<file path="src/rtl/thsc_pkg.sv">
package thsc_pkg;

  localparam int MaxAttrDefault = 4;
  localparam int Channels       = 4;
  localparam int CfgIdxW        = 3;
  localparam int CfgDataW       = 32;
  localparam int DistW          = 53;
  localparam int UW             = 25;

  localparam logic [CfgIdxW-1:0] CfgPpx   = 3'd0;
  localparam logic [CfgIdxW-1:0] CfgPpy   = 3'd1;
  localparam logic [CfgIdxW-1:0] CfgPpz   = 3'd2;
  localparam logic [CfgIdxW-1:0] CfgNx    = 3'd3;
  localparam logic [CfgIdxW-1:0] CfgNy    = 3'd4;
  localparam logic [CfgIdxW-1:0] CfgNz    = 3'd5;
  localparam logic [CfgIdxW-1:0] CfgAttrN = 3'd6;

  typedef struct packed {
    logic signed [31:0] corner_x;
    logic signed [31:0] corner_y;
    logic signed [31:0] corner_z;
    logic signed [31:0] corner_attr_0;
    logic signed [31:0] corner_attr_1;
    logic signed [31:0] corner_attr_2;
    logic signed [31:0] corner_attr_3;
    logic [31:0]        source_cell;
  } in_item_t;

  typedef struct packed {
    logic [31:0]        vertex_index;
    logic signed [31:0] out_x;
    logic signed [31:0] out_y;
    logic signed [31:0] out_z;
    logic signed [31:0] out_attr_0;
    logic signed [31:0] out_attr_1;
    logic signed [31:0] out_attr_2;
    logic signed [31:0] out_attr_3;
    logic [31:0]        out_cell;
    logic [2:0]         polygon_corners;
    logic               polygon_last;
  } out_item_t;

  // One vertex of a polygon: 7 values, flag for interpolation
  typedef struct packed {
    logic signed [6:0][31:0] va;
    logic signed [6:0][31:0] vb;
    logic                    interp;
    logic [DistW-1:0]        na;
    logic [DistW-1:0]        nb;
  } vtx_job_t;

  // A job carried through the queue: one vertex to produce
  typedef struct packed {
    vtx_job_t    v;
    logic [31:0] src_id;
    logic [2:0]  corners;
    logic        last;
    logic [2:0]  used;
  } job_t;

  typedef enum logic [1:0] {
    BK_IDLE,
    BK_DIV,
    BK_LERP,
    BK_OUT
  } bk_state_t;

endpackage

</file>
<file path="src/rtl/thsc_back.sv">
module thsc_back import thsc_pkg::*; (
  input  logic      clk,
  input  logic      rst_n,
  input  logic      job_valid,
  output logic      job_ready,
  input  job_t      job,
  output logic      out_empty,
  input  logic      out_pop,
  output out_item_t out_data
);

  bk_state_t state_r, state_nxt;
  job_t      job_r;
  logic [DistW:0]   rem_r;
  logic [DistW:0]   den_r;
  logic [UW:0]      q_r;
  logic [4:0]       step_r;
  logic [2:0]       ch_r;
  logic [UW-1:0]    u_r;
  logic signed [6:0][31:0] res_r;
  logic [31:0]      vidx_r;
  out_item_t        obuf_r;
  logic             ovld_r;

  logic div_done, lerp_done, can_out;
  assign div_done  = step_r == 5'd26;
  assign lerp_done = ch_r == 3'd6;
  assign can_out   = !ovld_r || out_pop;

  always_comb begin
    state_nxt = state_r;
    case (state_r)
      BK_IDLE: if (job_valid) state_nxt = job.v.interp ? BK_DIV : BK_OUT;
      BK_DIV:  if (div_done) state_nxt = BK_LERP;
      BK_LERP: if (lerp_done) state_nxt = BK_OUT;
      BK_OUT:  if (can_out) state_nxt = BK_IDLE;
      default: state_nxt = BK_IDLE;
    endcase
  end

  assign job_ready = state_r == BK_IDLE;

  // lerp datapath for one channel per cycle
  logic signed [32:0] diff;
  logic signed [58:0] prod;
  logic signed [34:0] rnd;
  logic signed [35:0] sum;
  logic signed [31:0] satv;
  assign diff = 33'($signed(job_r.v.vb[ch_r])) - 33'($signed(job_r.v.va[ch_r]));
  assign prod = 59'(diff) * $signed({1'b0, u_r});
  assign rnd  = 35'((prod + 59'sd8388608) >>> 24);
  assign sum  = 36'($signed(job_r.v.va[ch_r])) + 36'(rnd);
  always_comb begin
    if (sum > 36'sd2147483647) satv = 32'sh7fffffff;
    else if (sum < -36'sd2147483648) satv = 32'sh80000000;
    else satv = sum[31:0];
  end

  always_ff @(posedge clk) begin
    if (!rst_n) begin
      state_r <= BK_IDLE;
      ovld_r  <= 1'b0;
      vidx_r  <= '0;
    end else begin
      state_r <= state_nxt;
      if (state_r == BK_OUT && can_out) begin
        ovld_r <= 1'b1;
        vidx_r <= vidx_r + 32'd1;
      end else if (out_pop && ovld_r) begin
        ovld_r <= 1'b0;
      end
    end
  end

  always_ff @(posedge clk) begin
    case (state_r)
      BK_IDLE: begin
        job_r  <= job;
        res_r  <= job.v.va;
        den_r  <= {1'b0, job.v.na} + {1'b0, job.v.nb};
        rem_r  <= {1'b0, job.v.na};
        q_r    <= '0;
        step_r <= '0;
        ch_r   <= '0;
      end
      BK_DIV: begin
        // first step compares unshifted, then 25 shift steps, then round
        if (step_r == 5'd0) begin
          if (rem_r >= den_r) begin
            q_r <= 26'd1; rem_r <= rem_r - den_r;
          end
        end else if (!div_done) begin
          if ({rem_r, 1'b0} >= {1'b0, den_r}) begin
            rem_r <= (DistW+1)'({rem_r, 1'b0} - {1'b0, den_r});
            q_r   <= {q_r[UW-1:0], 1'b1};
          end else begin
            rem_r <= {rem_r[DistW-1:0], 1'b0};
            q_r   <= {q_r[UW-1:0], 1'b0};
          end
        end
        step_r <= step_r + 5'd1;
        if (div_done) u_r <= UW'(({1'b0, q_r} + 27'd1) >> 1);
      end
      BK_LERP: begin
        res_r[ch_r] <= satv;
        ch_r <= ch_r + 3'd1;
      end
      default: ;
    endcase
    if (state_r == BK_OUT && can_out) begin
      obuf_r.vertex_index    <= vidx_r;
      obuf_r.out_x           <= res_r[0];
      obuf_r.out_y           <= res_r[1];
      obuf_r.out_z           <= res_r[2];
      obuf_r.out_attr_0      <= (job_r.used > 3'd0) ? res_r[3] : '0;
      obuf_r.out_attr_1      <= (job_r.used > 3'd1) ? res_r[4] : '0;
      obuf_r.out_attr_2      <= (job_r.used > 3'd2) ? res_r[5] : '0;
      obuf_r.out_attr_3      <= (job_r.used > 3'd3) ? res_r[6] : '0;
      obuf_r.out_cell        <= job_r.src_id;
      obuf_r.polygon_corners <= job_r.corners;
      obuf_r.polygon_last    <= job_r.last;
    end
  end

  assign out_empty = !ovld_r;
  assign out_data  = obuf_r;

endmodule

</file>
<file path="config.mk">
export PLATFORM = sky130hd
export DESIGN_NAME = thsc_back
export DESIGN_NICKNAME = d
export VERILOG_FILES = /design/src/rtl/thsc_pkg.sv /design/src/rtl/thsc_back.sv
export SDC_FILE = /design/constraint.sdc
export NUM_CORES = 2
export LEC_CHECK = 0
export ABC_AREA = 1
export ABC_CLOCK_PERIOD_IN_PS = 37900
export BUFFER_PORTS_ARGS = -buffer_cell sky130_fd_sc_hd__buf_4
export CAP_MARGIN = 20
export CELL_PAD_IN_SITES_DETAIL_PLACEMENT = 0
export CELL_PAD_IN_SITES_GLOBAL_PLACEMENT = 1
export CORE_MARGIN = 5
export CORE_UTILIZATION = 51
export DETAILED_ROUTE_END_ITERATION = 10
export PLACE_DENSITY_LB_ADDON = 0.1
export SYNTH_ARGS = -nofsm -noshare
export SYNTH_HDL_FRONTEND = slang
export SYNTH_SLANG_ARGS = --single-unit
export TNS_END_PERCENT = 100
</file>
<file path="constraint.sdc">
create_clock -name clk -period 37.9 [get_ports clk]
set_input_delay 3.79 -clock clk [delete_from_list [all_inputs] [get_ports clk]]
set_output_delay 3.79 -clock clk [all_outputs]
set_load 0.01 [all_outputs]
</file>
# Word-level counts from Yosys, hierarchy flattened
# Cells that the tools add are included.
# totals
regBits,1205
input_bits,598
output_inout_bits,294
wordCells,120
# classes
n_addsub,10
n_mul,1
n_lt_le_gt_ge,10
n_eq_ne,11
muxes,30
reduce_logical,13
# op_table
op,n
case mux 224 bit (2 select lines),1
bitwise mux 224 bit,1
two-way mux 54 bit,4
binary-select mux 32 bit (select 3 bit),2
two-way mux 32 bit,5
case mux 54 bit (2 select lines),1
subtractor 54 bit,2
demux 32 bit (select 3 bit),1
two-way mux 26 bit,3
adder 59 x 25 -> 59 bit (second input constant),1
multiplier 33 x 26 -> 59 bit,1
greater-or-equal comparator 55 x 54 -> 1 bit,1
adder 53 x 53 -> 54 bit,1
greater-or-equal comparator 54 bit,1
case mux 26 bit (2 select lines),1
adder 32 x 35 -> 36 bit,1
greater-than comparator 36 x 32 -> 1 bit (second input constant),1
less-than comparator 36 x 32 -> 1 bit (second input constant),1
subtractor 32 x 32 -> 33 bit,1
adder 32 x 1 -> 32 bit (second input constant),1
adder 26 x 1 -> 26 bit (second input constant),1
two-way mux 2 bit,5
case mux 5 bit (2 select lines),1
!= test 2 bit (second input constant),4
23 further kinds,33

# Logic depth before layout (Yosys ltp)
# logic_depth
word_depth,11
ltp_mapped,69
ltp_nobuf,65

# Worst setup path before layout
# No wires, ideal clock.
# synth_timing
path_kind,reg2reg
startpoint,register state_r[0]
endpoint,register q_r[0] (enable)
setup_ns,0.566
arrival_time_ns,17.470
t_required_ns,37.334
slack_ns,19.864
path_stages_with_launch,7
path_buffers,0
synth_period_minus_slack_ns,18.036
cell_sequence,dfxtp_1 -> inv_1 -> ha_1 -> nor2_1 -> inv_1 -> o21ai_0 -> a31oi_1
# synth_via
elab_chain_cells,3
elab_cells_between_ends,6
cone_classes,eq/ne (3); reduce/logical (3)
# synth_lines
element,line_no,rtl
"start, declared",thsc_back.sv:12,"bk_state_t state_r, state_nxt;"
"start signal, assigned",thsc_back.sv:65,state_r <= state_nxt;
zero test 2 bit,-,
named net job_ready,thsc_back.sv:5,"output logic job_ready,"
nonzero test 2 bit (no source line),-,
AND reduction 3 bit (no source line),-,
"end signal, assigned",thsc_back.sv:95,"q_r <= {q_r[UW-1:0], 1'b1};"
"end signal, assigned",thsc_back.sv:98,"q_r <= {q_r[UW-1:0], 1'b0};"
"end, declared",thsc_back.sv:16,logic [UW:0] q_r;
# The timed path passes the listed nets, and every way through them passes these cells.
# A chain may end at the register's enable or synchronous reset.

# Worst setup path in the final report
# layout_timing
startpoint,register ch_r[1]
endpoint,register res_r[128] (netlist name) (data pin)
# layout_via
elab_chain_cells,11
elab_cells_between_ends,19
cone_classes,add/sub (3); mul (1); order compare (4); mux (10); reduce/logical (1)
# layout_lines
element,line_no,rtl
"start, declared",thsc_back.sv:18,logic [2:0] ch_r;
"start signal, assigned",thsc_back.sv:106,ch_r <= ch_r + 3'd1;
binary-select mux 32 bit (select 3 bit) (on tied branches),"thsc_back.sv:49, thsc_back.sv:52",
two-way mux 32 bit (on tied branches),"thsc_back.sv:49, thsc_back.sv:52",
subtractor 32 x 32 -> 33 bit,thsc_back.sv:49,assign diff = 33'($signed(job_r.v.vb[ch_r])) - 33'($signed(job_r.v.va[ch_r]));
multiplier 33 x 26 -> 59 bit,thsc_back.sv:50,"assign prod = 59'(diff) * $signed({1'b0, u_r});"
adder 59 x 25 -> 59 bit,thsc_back.sv:51,assign rnd = 35'((prod + 59'sd8388608) >>> 24);
adder 32 x 35 -> 36 bit,thsc_back.sv:52,assign sum = 36'($signed(job_r.v.va[ch_r])) + 36'(rnd);
less-than comparator 36 x 32 -> 1 bit,thsc_back.sv:55,else if (sum < -36'sd2147483648) satv = 32'sh80000000;
two-way mux 32 bit,thsc_back.sv:55,
two-way mux 32 bit,thsc_back.sv:54,if (sum > 36'sd2147483647) satv = 32'sh7fffffff;
bitwise mux 224 bit *,thsc_back.sv:105,res_r[ch_r] <= satv;
case mux 224 bit (2 select lines) *,thsc_back.sv:76,case (state_r)
"end signal, assigned",thsc_back.sv:79,res_r <= job.v.va;
"end signal, assigned by index",thsc_back.sv:105,
"end, declared",thsc_back.sv:20,logic signed [6:0][31:0] res_r;
# Mark *: on every way between the ends. The rest lies on a longest branch, timed or not. The select of a mux whose other input is x is not followed.

==> impl_metrics.env <==
export IMPL_syn_to_final_growth_pct=14.2
export IMPL_crit_type="flop to flop"
export IMPL_cts_sinks=1205
export IMPL_gp_congestion=1.05
export IMPL_cts_tree="built"
export IMPL_finClkSkew_ns=0.116
export IMPL_fp_dieW_um=439
export IMPL_ios=892
export IMPL_grt_usage_pct=40.1
export IMPL_topRoutingLayerUsed="met5"
export IMPL_initial_core_util_pct=51.2
export IMPL_cts_hold_buf=0
export IMPL_fin_crit_sh_pct=44.6
export IMPL_cp_slowest_cell="o32ai_1"
export IMPL_tns_ns=0
export IMPL_dieArea_sq_um=192000
export IMPL_worst_pin_slew_ns=1.31
export IMPL_maxCapViolations=0
export IMPL_ys_ff_latch=1205
export IMPL_min_period_ns=16.91
export IMPL_cp_max_fo=45
export IMPL_ys_types=66
export IMPL_wl_um=391000
export IMPL_hold_class="flop to flop"
export IMPL_synth_edf_count=1170
export IMPL_slew_headroom_pct=12.7
export IMPL_port_buffers=891
export IMPL_fin_nets=13100
export IMPL_synthTopCellsByCount="nand2_1 (2206), inv_1 (1840), nor2_1 (1296), edfxtp_1 (1170), fa_1 (849)"
export IMPL_cp_required_ns=38.51
export IMPL_drc=0
export IMPL_max_freq_mhz=59.1
export IMPL_first_global_vias=80300
export IMPL_synth_top_cell_area_share_pct=37.5
export IMPL_cts_repair_resized=0
export IMPL_cpMostUsedCell="nand2_1"
export IMPL_via_count=79900
export IMPL_yosysSeqAreaShare_pct=38.3
export IMPL_slew_viol_final=0
export IMPL_drt_met1_wl_um=144000
export IMPL_via_per_inst=5.77
export IMPL_synthArstFlopShare_pct=0
export IMPL_ant_nets=0
export IMPL_wl_per_cell_um=28.2
export IMPL_yosys_warnings=0
export IMPL_start_kind="flop"
export IMPL_dp_hpwl_um=314000
export IMPL_syn_cell_area_sq_um=93600
export IMPL_drtPass1Iterations=7
export IMPL_setup_viol=0
export IMPL_wl_met2_um=172000
export IMPL_worstSetupEndpointType="flop"
export IMPL_synth_nets=12300
export IMPL_grt_start_max_net_pins=170
export IMPL_grt_pass1_wl_um=554000
export IMPL_cts_max_level=3
export IMPL_syn_avg_cell_area_sq_um=9.00
export IMPL_hold_violations=0
export IMPL_post_cts_buffers=0
export IMPL_synth_most_common_cell="nand2_1"
export IMPL_run_status="completed"
export IMPL_yosysTopAreaCell="edfxtp_1"
export IMPL_netlist_top_cells_area="edfxtp_1 (38%), fa_1 (18%), nand2_1 (8.8%)"
export IMPL_die_h_um=439
export IMPL_overflow=0
export IMPL_clockBufferDepth=3
export IMPL_clockRootBuffer="clkbuf_16"
export IMPL_worstPathArrival_ns=17.52
export IMPL_drive_above_1_share_pct=12.8
export IMPL_cts_made_buffers=121
export IMPL_core_rowCount=157
export IMPL_core_area_sq_um=183000
export IMPL_antenna_found_initial=86
export IMPL_drtIter0Drc=9197
export IMPL_synth_cells=10400
export IMPL_ys_flop_type="edfxtp_1"
export IMPL_path_clk_slew_ns=0.07
export IMPL_routed_wl_met3_um=41600
export IMPL_slowest_delay_ns=0.83
export IMPL_clock_latency_ns=0.86
export IMPL_rsz0062_at_grt="false"
-- layout by cell type (no fill, tap or decap), types with 28 or more instances in the layout --
cell type and instances:
nor3_1 63, o21bai_1 38, a211oi_1 40, xnor2_1 70
inv_1 1825, nand3_1 470, a21oi_1 432, ha_1 426
a31oi_1 40, clkbuf_16 121, o22ai_1 62, diode_2 65
nand2_1 2202, nand2_4 73, dfxtp_1 35, nor2_1 1289
a221oi_1 38, nand4_1 72, nor2_2 54, fa_1 849
clkinv_1 45, edfxtp_1 1170, clkbuf_1 28, buf_4 992
o21ai_0 418, nand2_2 47, xor2_1 125
-- stage by stage --
step                cells  utilization (%)  hold WS [ns]  cell area [sq um]  setup slack [ns]
floorplan           10400                -         0.400              93600             19.86
global placement    13600             56.2         0.400             103000             21.27
detailed placement  13600             56.2         0.405             103000             21.25
CTS                 13800             58.4         0.418             107000             21.20
global route        13800             58.4         0.421             107000             20.16
finish              13900             58.5         0.411             107000             20.99
-- critical path, delay by kind of cell, from the launching register on --
family | cells | cell delay (ns)
AO/OA/AOI/OAI | 6 | 2.00
adder cells (fa/ha/maj) | 10 | 5.74
buffers and inverters | 12 | 3.10
AND/OR/NAND/NOR | 24 | 5.30
flip-flops | 1 | 0.32
-- worst paths after layout --
| path | startpoint | to | slack (ns) | depth (start not counted) |
|---|---|---|---|---|
| worst min register to register | res_r[51] | out_data[215] | 0.41 | 0 |
| worst max register to register | ch_r[1] | res_r[128] | 20.99 | 52 |
| worst max-delay path | ch_r[1] | res_r[128] | 20.99 | 52 |
| worst min-delay path | res_r[51] | out_data[215] | 0.41 | 0 |
-- layout make-up --
class | instances | area [sq um]
fillers | 16300 | 75900
well taps | 2464 | 3080
flip-flops and latches | 1205 | 35800
multi-input cells | 7039 | 49500
inverters | 1860 | 7000
clock inverters | 75 | 776
repair buffers | 994 | 7490
clock buffers | 149 | 3130
diodes | 65 | 163
-- sequential cells by signal (all words and copies together) (netlist names) --
register	flops
state_r	2
q_r	26
u_r	25
out_data	292
ovld_r	1
step_r	5
rem_r	54
ch_r	3
den_r	54
job_r	487
vidx_r	32
res_r	224
-- metal layers --
layer | vias up | GRT usage [%]
met5 | - | 0
met4 | 26 | 26.9
met3 | 1340 | 10.6
met2 | 4926 | 61.3
met1 | 38700 | 50.4
li1 | 34900 | -
-- logic make-up (layout without fill, tap and decap cells) --
kind of cell	count (synthesis)	count (layout)	share of synthesized area [%]
XOR/XNOR	198	198	1.87
AO/OA/AOI/OAI	1181	1181	7.18
flip-flops	1205	1205	38.3
other	0	65	0
AND/OR/NAND/NOR	4383	4383	19.8
buffers and inverters	2167	3078	9.04
adder cells (fa/ha/maj)	1277	1277	23.9
Power is not shown: default switching activity piles up to over one toggle a cycle in this logic, so the estimate is an artifact.
