### config.mk
export PLATFORM = sky130hd
export DESIGN_NAME = thsc_queue
export DESIGN_NICKNAME = d
export VERILOG_FILES = /design/src/rtl/thsc_pkg.sv /design/src/rtl/thsc_queue.sv
export SDC_FILE = /design/constraint.sdc
export NUM_CORES = 1
export LEC_CHECK = 0
export BUFFER_PORTS_ARGS = -buffer_cell sky130_fd_sc_hd__buf_2
export CAP_MARGIN = 5
export CORE_AREA = 5 5 465 467
export CTS_CLUSTER_SIZE = 20
export DETAILED_ROUTE_END_ITERATION = 10
export DIE_AREA = 0 0 470 472
export SLEW_MARGIN = 20
export SYNTH_ARGS = -nofsm -noshare
export SYNTH_HDL_FRONTEND = slang
export SYNTH_SLANG_ARGS = --single-unit
### constraint.sdc
create_clock -name clk -period 23.8 [get_ports clk]
set_clock_uncertainty 0.15 [all_clocks]
set_input_delay 4.76 -clock clk [delete_from_list [all_inputs] [get_ports clk]]
set_output_delay 4.76 -clock clk [all_outputs]
set_load 0.1 [all_outputs]
### src/rtl/thsc_pkg.sv
package thsc_pkg;

  localparam int MaxAttrDefault = 4;
  localparam int Channels       = 4;
  localparam int CfgIdxW        = 3;
  localparam int CfgDataW       = 32;
  localparam int DistW          = 53;
  localparam int UW             = 25;

  localparam logic [CfgIdxW-1:0] CfgPpx   = 3'd0;
  localparam logic [CfgIdxW-1:0] CfgPpy   = 3'd1;
  localparam logic [CfgIdxW-1:0] CfgPpz   = 3'd2;
  localparam logic [CfgIdxW-1:0] CfgNx    = 3'd3;
  localparam logic [CfgIdxW-1:0] CfgNy    = 3'd4;
  localparam logic [CfgIdxW-1:0] CfgNz    = 3'd5;
  localparam logic [CfgIdxW-1:0] CfgAttrN = 3'd6;

  typedef struct packed {
    logic signed [31:0] corner_x;
    logic signed [31:0] corner_y;
    logic signed [31:0] corner_z;
    logic signed [31:0] corner_attr_0;
    logic signed [31:0] corner_attr_1;
    logic signed [31:0] corner_attr_2;
    logic signed [31:0] corner_attr_3;
    logic [31:0]        source_cell;
  } in_item_t;

  typedef struct packed {
    logic [31:0]        vertex_index;
    logic signed [31:0] out_x;
    logic signed [31:0] out_y;
    logic signed [31:0] out_z;
    logic signed [31:0] out_attr_0;
    logic signed [31:0] out_attr_1;
    logic signed [31:0] out_attr_2;
    logic signed [31:0] out_attr_3;
    logic [31:0]        out_cell;
    logic [2:0]         polygon_corners;
    logic               polygon_last;
  } out_item_t;

  // One vertex of a polygon: 7 values, flag for interpolation
  typedef struct packed {
    logic signed [6:0][31:0] va;
    logic signed [6:0][31:0] vb;
    logic                    interp;
    logic [DistW-1:0]        na;
    logic [DistW-1:0]        nb;
  } vtx_job_t;

  // A job carried through the queue: one vertex to produce
  typedef struct packed {
    vtx_job_t    v;
    logic [31:0] src_id;
    logic [2:0]  corners;
    logic        last;
    logic [2:0]  used;
  } job_t;

  typedef enum logic [1:0] {
    BK_IDLE,
    BK_DIV,
    BK_LERP,
    BK_OUT
  } bk_state_t;

endpackage

### src/rtl/thsc_queue.sv
module thsc_queue import thsc_pkg::*; (
  input  logic clk,
  input  logic rst_n,
  input  logic wr_valid,
  output logic wr_ready,
  input  job_t wr_job,
  output logic rd_valid,
  input  logic rd_ready,
  output job_t rd_job
);

  // two-entry queue between front and back
  job_t       mem_r [2];
  logic       wp_r, rp_r;
  logic [1:0] cnt_r;

  assign wr_ready = cnt_r != 2'd2;
  assign rd_valid = cnt_r != 2'd0;
  assign rd_job   = mem_r[rp_r];

  logic w, r;
  assign w = wr_valid && wr_ready;
  assign r = rd_valid && rd_ready;

  always_ff @(posedge clk) begin
    if (w) mem_r[wp_r] <= wr_job;
  end

  always_ff @(posedge clk) begin
    if (!rst_n) begin
      wp_r <= 1'b0; rp_r <= 1'b0; cnt_r <= '0;
    end else begin
      if (w) wp_r <= !wp_r;
      if (r) rp_r <= !rp_r;
      cnt_r <= cnt_r + 2'(w) - 2'(r);
    end
  end

endmodule

---- Yosys cells after proc, flatten, opt, wreduce, memory -nomap -nowiden ----
Memory sizes are Yosys's and may differ from the RTL's. A register that Yosys moved wholly into a read port is not among the register bits.
Cells that the tools add are included.
word-level totals
  memory bits (writable) .................. 1188
  memories kept ........................... 1
  output and inout bits ................... 596
  flip-flop bits (word level) ............. 4
  logic and storage cells ................. 16
operators by class
  muxes and demuxes ....................... 4
  equal/unequal tests ..................... 1
  add/sub/neg operators ................... 2
  reduce and logical (&&, ||, !) cells .... 5
memories
  name   words  bits a word  rd ports  clocked after memory_dff  wr ports  RTL line          RTL
  mem_r  2      594          1         1                         1         thsc_queue.sv:13  job_t mem_r [2];
operators by type and width
  operator                              count
  two-way mux 1 bit                     4
  adder 2 x 1 -> 2 bit                  1
  logical AND 1 bit                     2
  logical NOT 1 bit                     2
  != test 2 bit, second input constant  1
  nonzero test 2 bit                    1
  subtractor 2 x 1 -> 2 bit             1

---- Longest topological paths before layout ----
Gate-level depths: netlist of the first run.
  word-level depth ........................ 4
  gate-level depth with buffers ........... 6

---- Least setup slack after synthesis of the first run ----
No wires, ideal clock.
  path kind ............................... input -> register
  from .................................... input wr_valid
  to ...................................... memory mem_r[1][0] (netlist name) (enable)
  setup time .............................. 1.041 ns
  path slack .............................. 4.351 ns
  required time ........................... 22.609 ns
  arrival time ............................ 18.257 ns
  stages on the path ...................... 1
  path through ............................ and3_1
between the ends
  word-level cells in the longest chain between the ends .. 3
RTL lines
  element                                  RTL line          RTL
  start: declaration                       thsc_queue.sv:4   input logic wr_valid,
  logical AND 1 bit                        thsc_queue.sv:22  assign w = wr_valid && wr_ready;
  two-way mux 1 bit                        thsc_queue.sv:26  if (w) mem_r[wp_r] <= wr_job;
  two-way mux 1 bit (not written as such)  thsc_queue.sv:26
  end: declaration                         thsc_queue.sv:13
No other way between the ends.

==> reports/qor.yml, run 1 <==
yosys:
  yosysUniqueCellTypes: 25
  syn-instance-count: 1878
  async_flop_share: 0
  yosys_warnings: 0
  yosys_register_bits: 1193
  syn-mean-instance-area_um2: 23.1
  syn-cell-area_um2: 43400
  ys_seq_area_frac: 0.825
  ys.flop_type: "edfxtp_1"
  syn_nets: 2477
  synth_edf_count: 1188
setup_path:
  worstSetupPathType: "flop to primary output"
  cp_max_fo: 59
  slowest_delay_ns: 0.86
  r2r_cells: 7
  crit_arrival_ns: 4.96
  crit_family: "buffers and inverters"
  cp_num_buf_inv: 4
  crit_slowest_cell: "dfxtp_4"
  r2r-start: "cnt_r[0]$_SDFF_PN0_"
  crit_path_end: "rd_job[331]"
  crit_path_end_kind: "primary output"
  worstPathRequired_ns: 18.89
  path_cells: "buf_4 -> buf_4 -> buf_4 -> mux2_2 -> buf_2"
  cp-start-kind: "flop"
  cp_common_cell: "buf_4"
  reg2reg_slack_ns: 18.49
  r2r-end: "mem_r[0][308]$_DFFE_PP_"
  cp.depth: 5
power_and_ir_drop:
  leakage_nw: 20.3
  powerDensity_nw_per_um2: 132
  vdd_drop_max_v: 0.0000892
timing:
  tightest_slew_ns: 1.05
  rsz0062_at_grt: "no"
  period_needed_ns: 9.87
  finalSetupTns_ns: 0
  finalMaxSlewViolations: 0
  hold_ws_ns: 0.361
  period_share: 0.415
  fmax_ghz: 0.101
  hold_violations: 0
  relSlewSlack: 0.299
  setup_viol: 0
layout:
  nets: 3762
  drive_gt1_frac: 0.614
  fillCellCount: 21300
  areaGrowthSynthToFinish_pct: 30.8
placement:
  gp_congestion: 0.849
  dp_hpwl_mm: 111
  io_buffer_count: 1193
route:
  vias: 23700
  dr.first_iter.drc_count: 1646
  ant_nets: 0
  wl_mm: 145
  viasPerCell: 3.87
  drc: 0
  routedWlPerCell_um: 23.7
  dr.pass1.iters: 5
global_route:
  grt_util_all_layers: 0.125
  grt_start_max_net_pins: 144
  overflow: 0
  grt_pass1_vias: 24600
  grt_pass1_wl_mm: 196
  antenna_found_initial: 119
cts:
  htree_levels: 4
  clkSinkCount: 1193
  cts_tree: "done"
  root_buffer: "clkbuf_16"
  ctsResizeCount: 0
  cts_max_path_buffers: 3
  path_clk_slew_ns: 0.06
  clock_latency_ns: 0.75
  cts_buffers: 133
  hold_buffers: 0
  post-cts-setup-buffers: 0
floorplan:
  fp.dieH_um: 472
  core_um2: 211000
  rows: 169
  start_util: 0.205
  die_x_um: 470
  ioPinCount: 1194
  die_area_um2: 222000
flow_run:
  drv_cap: 0
status:
  status: "completed"
worst_hold_path:
  worstHoldPathType: "flop to flop"
## metrics by stage
| step | util | instance area [um^2] | std cells | total power [W] | setup WS [ns] |
|---|---|---|---|---|---|
| final | 0.269 | 56800 | 6116 | 0.00748 | 13.93 |
| after global routing | 0.268 | 56700 | 6090 | 0.00774 | 13.68 |
| after CTS | 0.268 | 56700 | 6084 | 0.00760 | 13.75 |
| after detailed placement | 0.248 | 52300 | 5849 | 0.00553 | 14.16 |
| after global placement | 0.248 | 52300 | 5849 | 0.00553 | 14.18 |
| after floorplan | - | 43400 | 1878 | 0.00518 | 4.35 |
## per-layer routing
metal | vias to the layer above | share of wire | track usage
met1 | 11900 | 0.39 | 0.147
met3 | 308 | 0.11 | 0.0558
met5 | - | 0.0030 | 0
li1 | 10200 | - | -
met4 | 64 | 0.027 | 0.0342
met2 | 1268 | 0.47 | 0.206
## placed cells by master, fill, tap and decap left out, types with 3 or more instances in the layout
cell type  instances
dfxtp_1            4
clkinv_1          18
buf_4             20
inv_6              6
clkinv_8           3
bufinv_16         10
buf_2           1193
buf_12             3
clkbuf_1          29
clkinv_4           5
edfxtp_1        1188
clkbuf_16        136
nor2_1             4
clkinv_2          18
mux2_2           594
clkinv_16          4
diode_2           32
## where the power goes
group          total, W  leakage [nW]  internal [W]  switching [W]
combinational   0.00285          7.05      0.000474        0.00238
clock           0.00202          2.10       0.00118       0.000846
sequential      0.00261          11.2       0.00255      0.0000544
## how the worst min path moves through the flow
stage,endpoint,slack [ns],startpoint,cells after the start
6_report,flop,0.36,rp_r$_SDFFE_PN0P_,2
5_1_grt,flop,0.38,rp_r$_SDFFE_PN0P_,2
4_1_cts,flop,0.36,rp_r$_SDFFE_PN0P_,2
3_5_place_dp,flop,0.35,rp_r$_SDFFE_PN0P_,2
3_3_place_gp,rp_r$_SDFFE_PN0P_,0.34,rp_r$_SDFFE_PN0P_,2
2_1_floorplan,flop,0.32,rp_r$_SDFFE_PN0P_,2
## cell type report
cell class,count,area [um^2],share of cell area
Sequential cell,1193,35800,0.630
Multi-Input combinational cell,617,6850,0.121
Timing Repair Buffer,1216,6180,0.109
Clock buffer,167,3540,0.0624
Tap cell,2821,3530,0.0622
Clock inverter,68,782,0.0138
Antenna cell,32,80.1,0.00141
Inverter,2,15.0,0.000265
## worst min-delay path, stage by stage, from the launching register on
cell,delay (ns)
dfxtp_1,0.32
xor2_1,0.08
nor2_1,0.07
## synthesized netlist by cell type, drive strengths merged (2+ instances only)
master | count | area (um^2)
and3 | 2 | 12.5
clkbuf | 10 | 138
dfxtp | 5 | 100
nor2 | 4 | 15.0
buf | 56 | 612
inv | 2 | 7.51
o21ai | 2 | 10.0
edfxtp | 1188 | 35700
mux2 | 594 | 6690
## registers in the layout, indices dropped and copies added, names as in the netlist, named ones only
signal and count:
wp_r 1, mem_r 1188, cnt_r 2, rp_r 1
## kinds of logic after synthesis
logic type,count (synthesis),share of synthesized area
AND/OR/NAND/NOR,15,0.00199
multiplexers,594,0.154
XOR/XNOR,1,0.000202
buffers and inverters,68,0.0175
flip-flops,1193,0.825
AO/OA/AOI/OAI,6,0.00101
adder cells (fa/ha/maj),1,0.000288
Power figures use the tool's default switching activity.
==> run 2, diff against run 1 <==
ABC_AREA = 1   (was unset)
CORE_AREA = 5 5 466 468   (was 5 5 465 467)
DIE_AREA = 0 0 471 473   (was 0 0 470 472)
clock period = 8.6 ns   (was 23.8 ns; I/O delays follow)
==> reports/qor.yml, run 2 <==
status:
  status: "completed"
placement:
  io_buffer_count: 1193  # unchanged
  dp_cells: 5897  # +0.82%
  place_area_um2: 52600  # +0.55%
  dp_hpwl_mm: 113  # +1.8%
  gp_congestion: 0.896  # +5.6%
timing:
  finalMaxSlewViolations: 0  # unchanged
  tightest_slew_ns: 0.949  # -0.102 ns
  hold_violations: 0  # unchanged
  fmax_ghz: 0.191
  setup_viol: 0  # unchanged
  rsz0062_at_grt: "no"
  period_share: 0.609
  period_needed_ns: 5.24
  relSlewSlack: 0.367  # +0.0683
setup_path:
  cp_num_buf_inv: 2  # -2
  crit_family: "buffers and inverters"
  path_cells: "buf_12 -> mux2_2 -> buf_2"
  cp_max_fo: 139  # +140%
  cp-start-kind: "flop"
  crit_path_end_kind: "primary output"
  r2r-start: "cnt_r[0]$_SDFF_PN0_"
  crit_arrival_ns: 3.37  # -1.59 ns
  worstSetupPathType: "flop to primary output"
  slowest_delay_ns: 0.90  # +0.04 ns
  worstPathRequired_ns: 6.73  # -12.16 ns
  crit_slowest_cell: "dfxtp_4"
global_route:
  grt_start_max_net_pins: 140  # -2.8%
  grt_pass1_wl_mm: 194  # -0.91%
  grt_util_all_layers: 0.124  # -0.000446
  antenna_found_initial: 142  # +19%
  grt_pass1_vias: 24500  # -0.28%
  overflow: 0  # unchanged
layout:
  mostFrequentLayoutCells: "buf_2, edfxtp_1, mux2_2, clkbuf_16, buf_4"
  drive_gt1_frac: 0.614  # about the same
  largest_reg_flops: 1188  # unchanged
  layout_commonest_cell: "buf_2"
  final_util: 0.267  # -0.00146
  regMostFlops: "mem_r"
  nets: 3791  # +0.77%
  final_area_um2: 56900  # +0.35%
  layoutNonFillerInstCount: 6183  # +1.1%
  reg_top3: "mem_r: 1188 flops, cnt_r: 2 flops"
  areaGrowthSynthToFinish_pct: 31.4
yosys:
  synthMuxAreaShare: 0.154  # about the same
  ys_seq_area_frac: 0.825  # about the same
  syn-cell-area_um2: 43300  # about the same
  async_flop_share: 0  # unchanged
  syn-instance-count: 1884  # +0.32%
  synth_top_area_frac: 0.823  # about the same
  yosys_warnings: 0  # unchanged
  synth_most_common_cell: "edfxtp_1"
  synth_edf_count: 1188  # unchanged
  synth_xor_area_frac: 0.000202  # about the same
  synth_top_family_by_area: "multiplexers"
  synth.top_cells.by_count: "edfxtp_1, mux2_2, buf_6, nand2_1, clkbuf_8"
  yosys_register_bits: 1193  # unchanged
  syn-mean-instance-area_um2: 23.0  # -0.38%
  ys.flop_type: "edfxtp_1"
  yosysUniqueCellTypes: 13  # -48%
  synth-simple-area-share: 0.00185  # -0.000143
  syn_nets: 2483  # +0.24%
  synth_compound_gate_area_share: 0.000115  # -0.000894
  synth_top_area_cell: "edfxtp_1"
  synth_fa_ha_area_frac: 0.000289  # about the same
  netlist_top_cells_area: "edfxtp_1, mux2_2, buf_6"
cts:
  cts_buffers: 131  # -1.5%
  clock_latency_ns: 0.75  # about the same
  cts_tree: "done"
  htree_levels: 4  # unchanged
  hold_buffers: 0  # unchanged
  ctsResizeCount: 0  # unchanged
  clkSinkCount: 1193  # unchanged
  post-cts-setup-buffers: 0  # unchanged
  cts_max_path_buffers: 3  # unchanged
  path_clk_slew_ns: 0.06  # about the same
  root_buffer: "clkbuf_16"
route:
  routedWlPerCell_um: 23.5  # -0.75%
  ant_nets: 0  # unchanged
  drc: 0  # unchanged
  dr.pass1.iters: 5  # unchanged
  wl_mm: 145  # +0.34%
  viasPerCell: 3.80  # -1.8%
  dr.first_iter.drc_count: 1524  # -7.4%
  vias: 23500  # -0.73%
worst_hold_path:
  hp-start: "rp_r$_SDFFE_PN0P_"
  worstHoldPathType: "flop to flop"
floorplan:
  fp.dieH_um: 473  # +0.21%
  die_area_um2: 223000  # +0.43%
  core_um2: 213000  # +0.89%
  die_x_um: 471  # +0.21%
  ioPinCount: 1194  # unchanged
  rows: 170  # +0.59%
  start_util: 0.203  # -0.00194
power_and_ir_drop:
  finalPower_w: 0.0228  # +210%
  vdd_drop_max_v: 0.000301  # +240%
  leakage_nw: 20.4  # +0.38%
  powerDensity_nw_per_um2: 401  # +200%
flow_run:
  drv_cap: 0  # unchanged
run 2: cell type report:
class,count,area [um^2]
Antenna cell,54,135
Clock buffer,154,3390
Clock inverter,78,788
Fill cell,21600,156000
Inverter,7,26.3
Multi-Input combinational cell,618,6830
Sequential cell,1193,35800
Tap cell,2838,3550
Timing Repair Buffer,1241,6460
run 2: worst min-delay path, stage by stage (launching register included):
cell and delay (ns):
dfxtp_1 0.32, nor2_1 0.06, nor2_1 0.08
run 2: worst paths after layout:
kind	end	slack, ns	cells after the start
max	rd_job[363]	3.36	3
max reg2reg	mem_r[1][220]$_DFFE_PP_	5.55	7
min reg2reg	flop	0.34	2
min	flop	0.34	2
run 2: metrics by stage:
| stage | hold WS (ns) | setup WS [ns] | TNS (ns) |
|---|---|---|---|
| 2_1_floorplan | 0.317 | -2.68 | -3153.88 |
| 3_3_place_gp | 0.332 | 3.94 | 0 |
| 3_5_place_dp | 0.337 | 4.00 | 0 |
| 4_1_cts | 0.351 | 3.15 | 0 |
| 5_1_grt | 0.404 | 3.15 | 0 |
| 6_report | 0.345 | 3.36 | 0 |
run 2: cells by family (layout without fill, tap and decap cells):
logic type               count (synthesis)  after routing
AND/OR/NAND/NOR                         21             21
flip-flops                            1193           1193
multiplexers                           594            594
other                                    0             54
buffers and inverters                   73           1480
AO/OA/AOI/OAI                            1              1
adder cells (fa/ha/maj)                  1              1
XOR/XNOR                                 1              1
run 2: routing by layer:
layer  share of wire  track usage  vias up
met3            0.14       0.0690      361
met4           0.040       0.0485       94
met2            0.46        0.196     1237
li1                -            -    10200
met5          0.0043            0        -
met1            0.36        0.140    11600
run 2: where the power goes:
part           internal [W]  switching, W  total [W]
combinational       0.00160       0.00821    0.00982
clock               0.00310       0.00234    0.00543
sequential          0.00737      0.000201    0.00757
total                0.0121        0.0108     0.0228
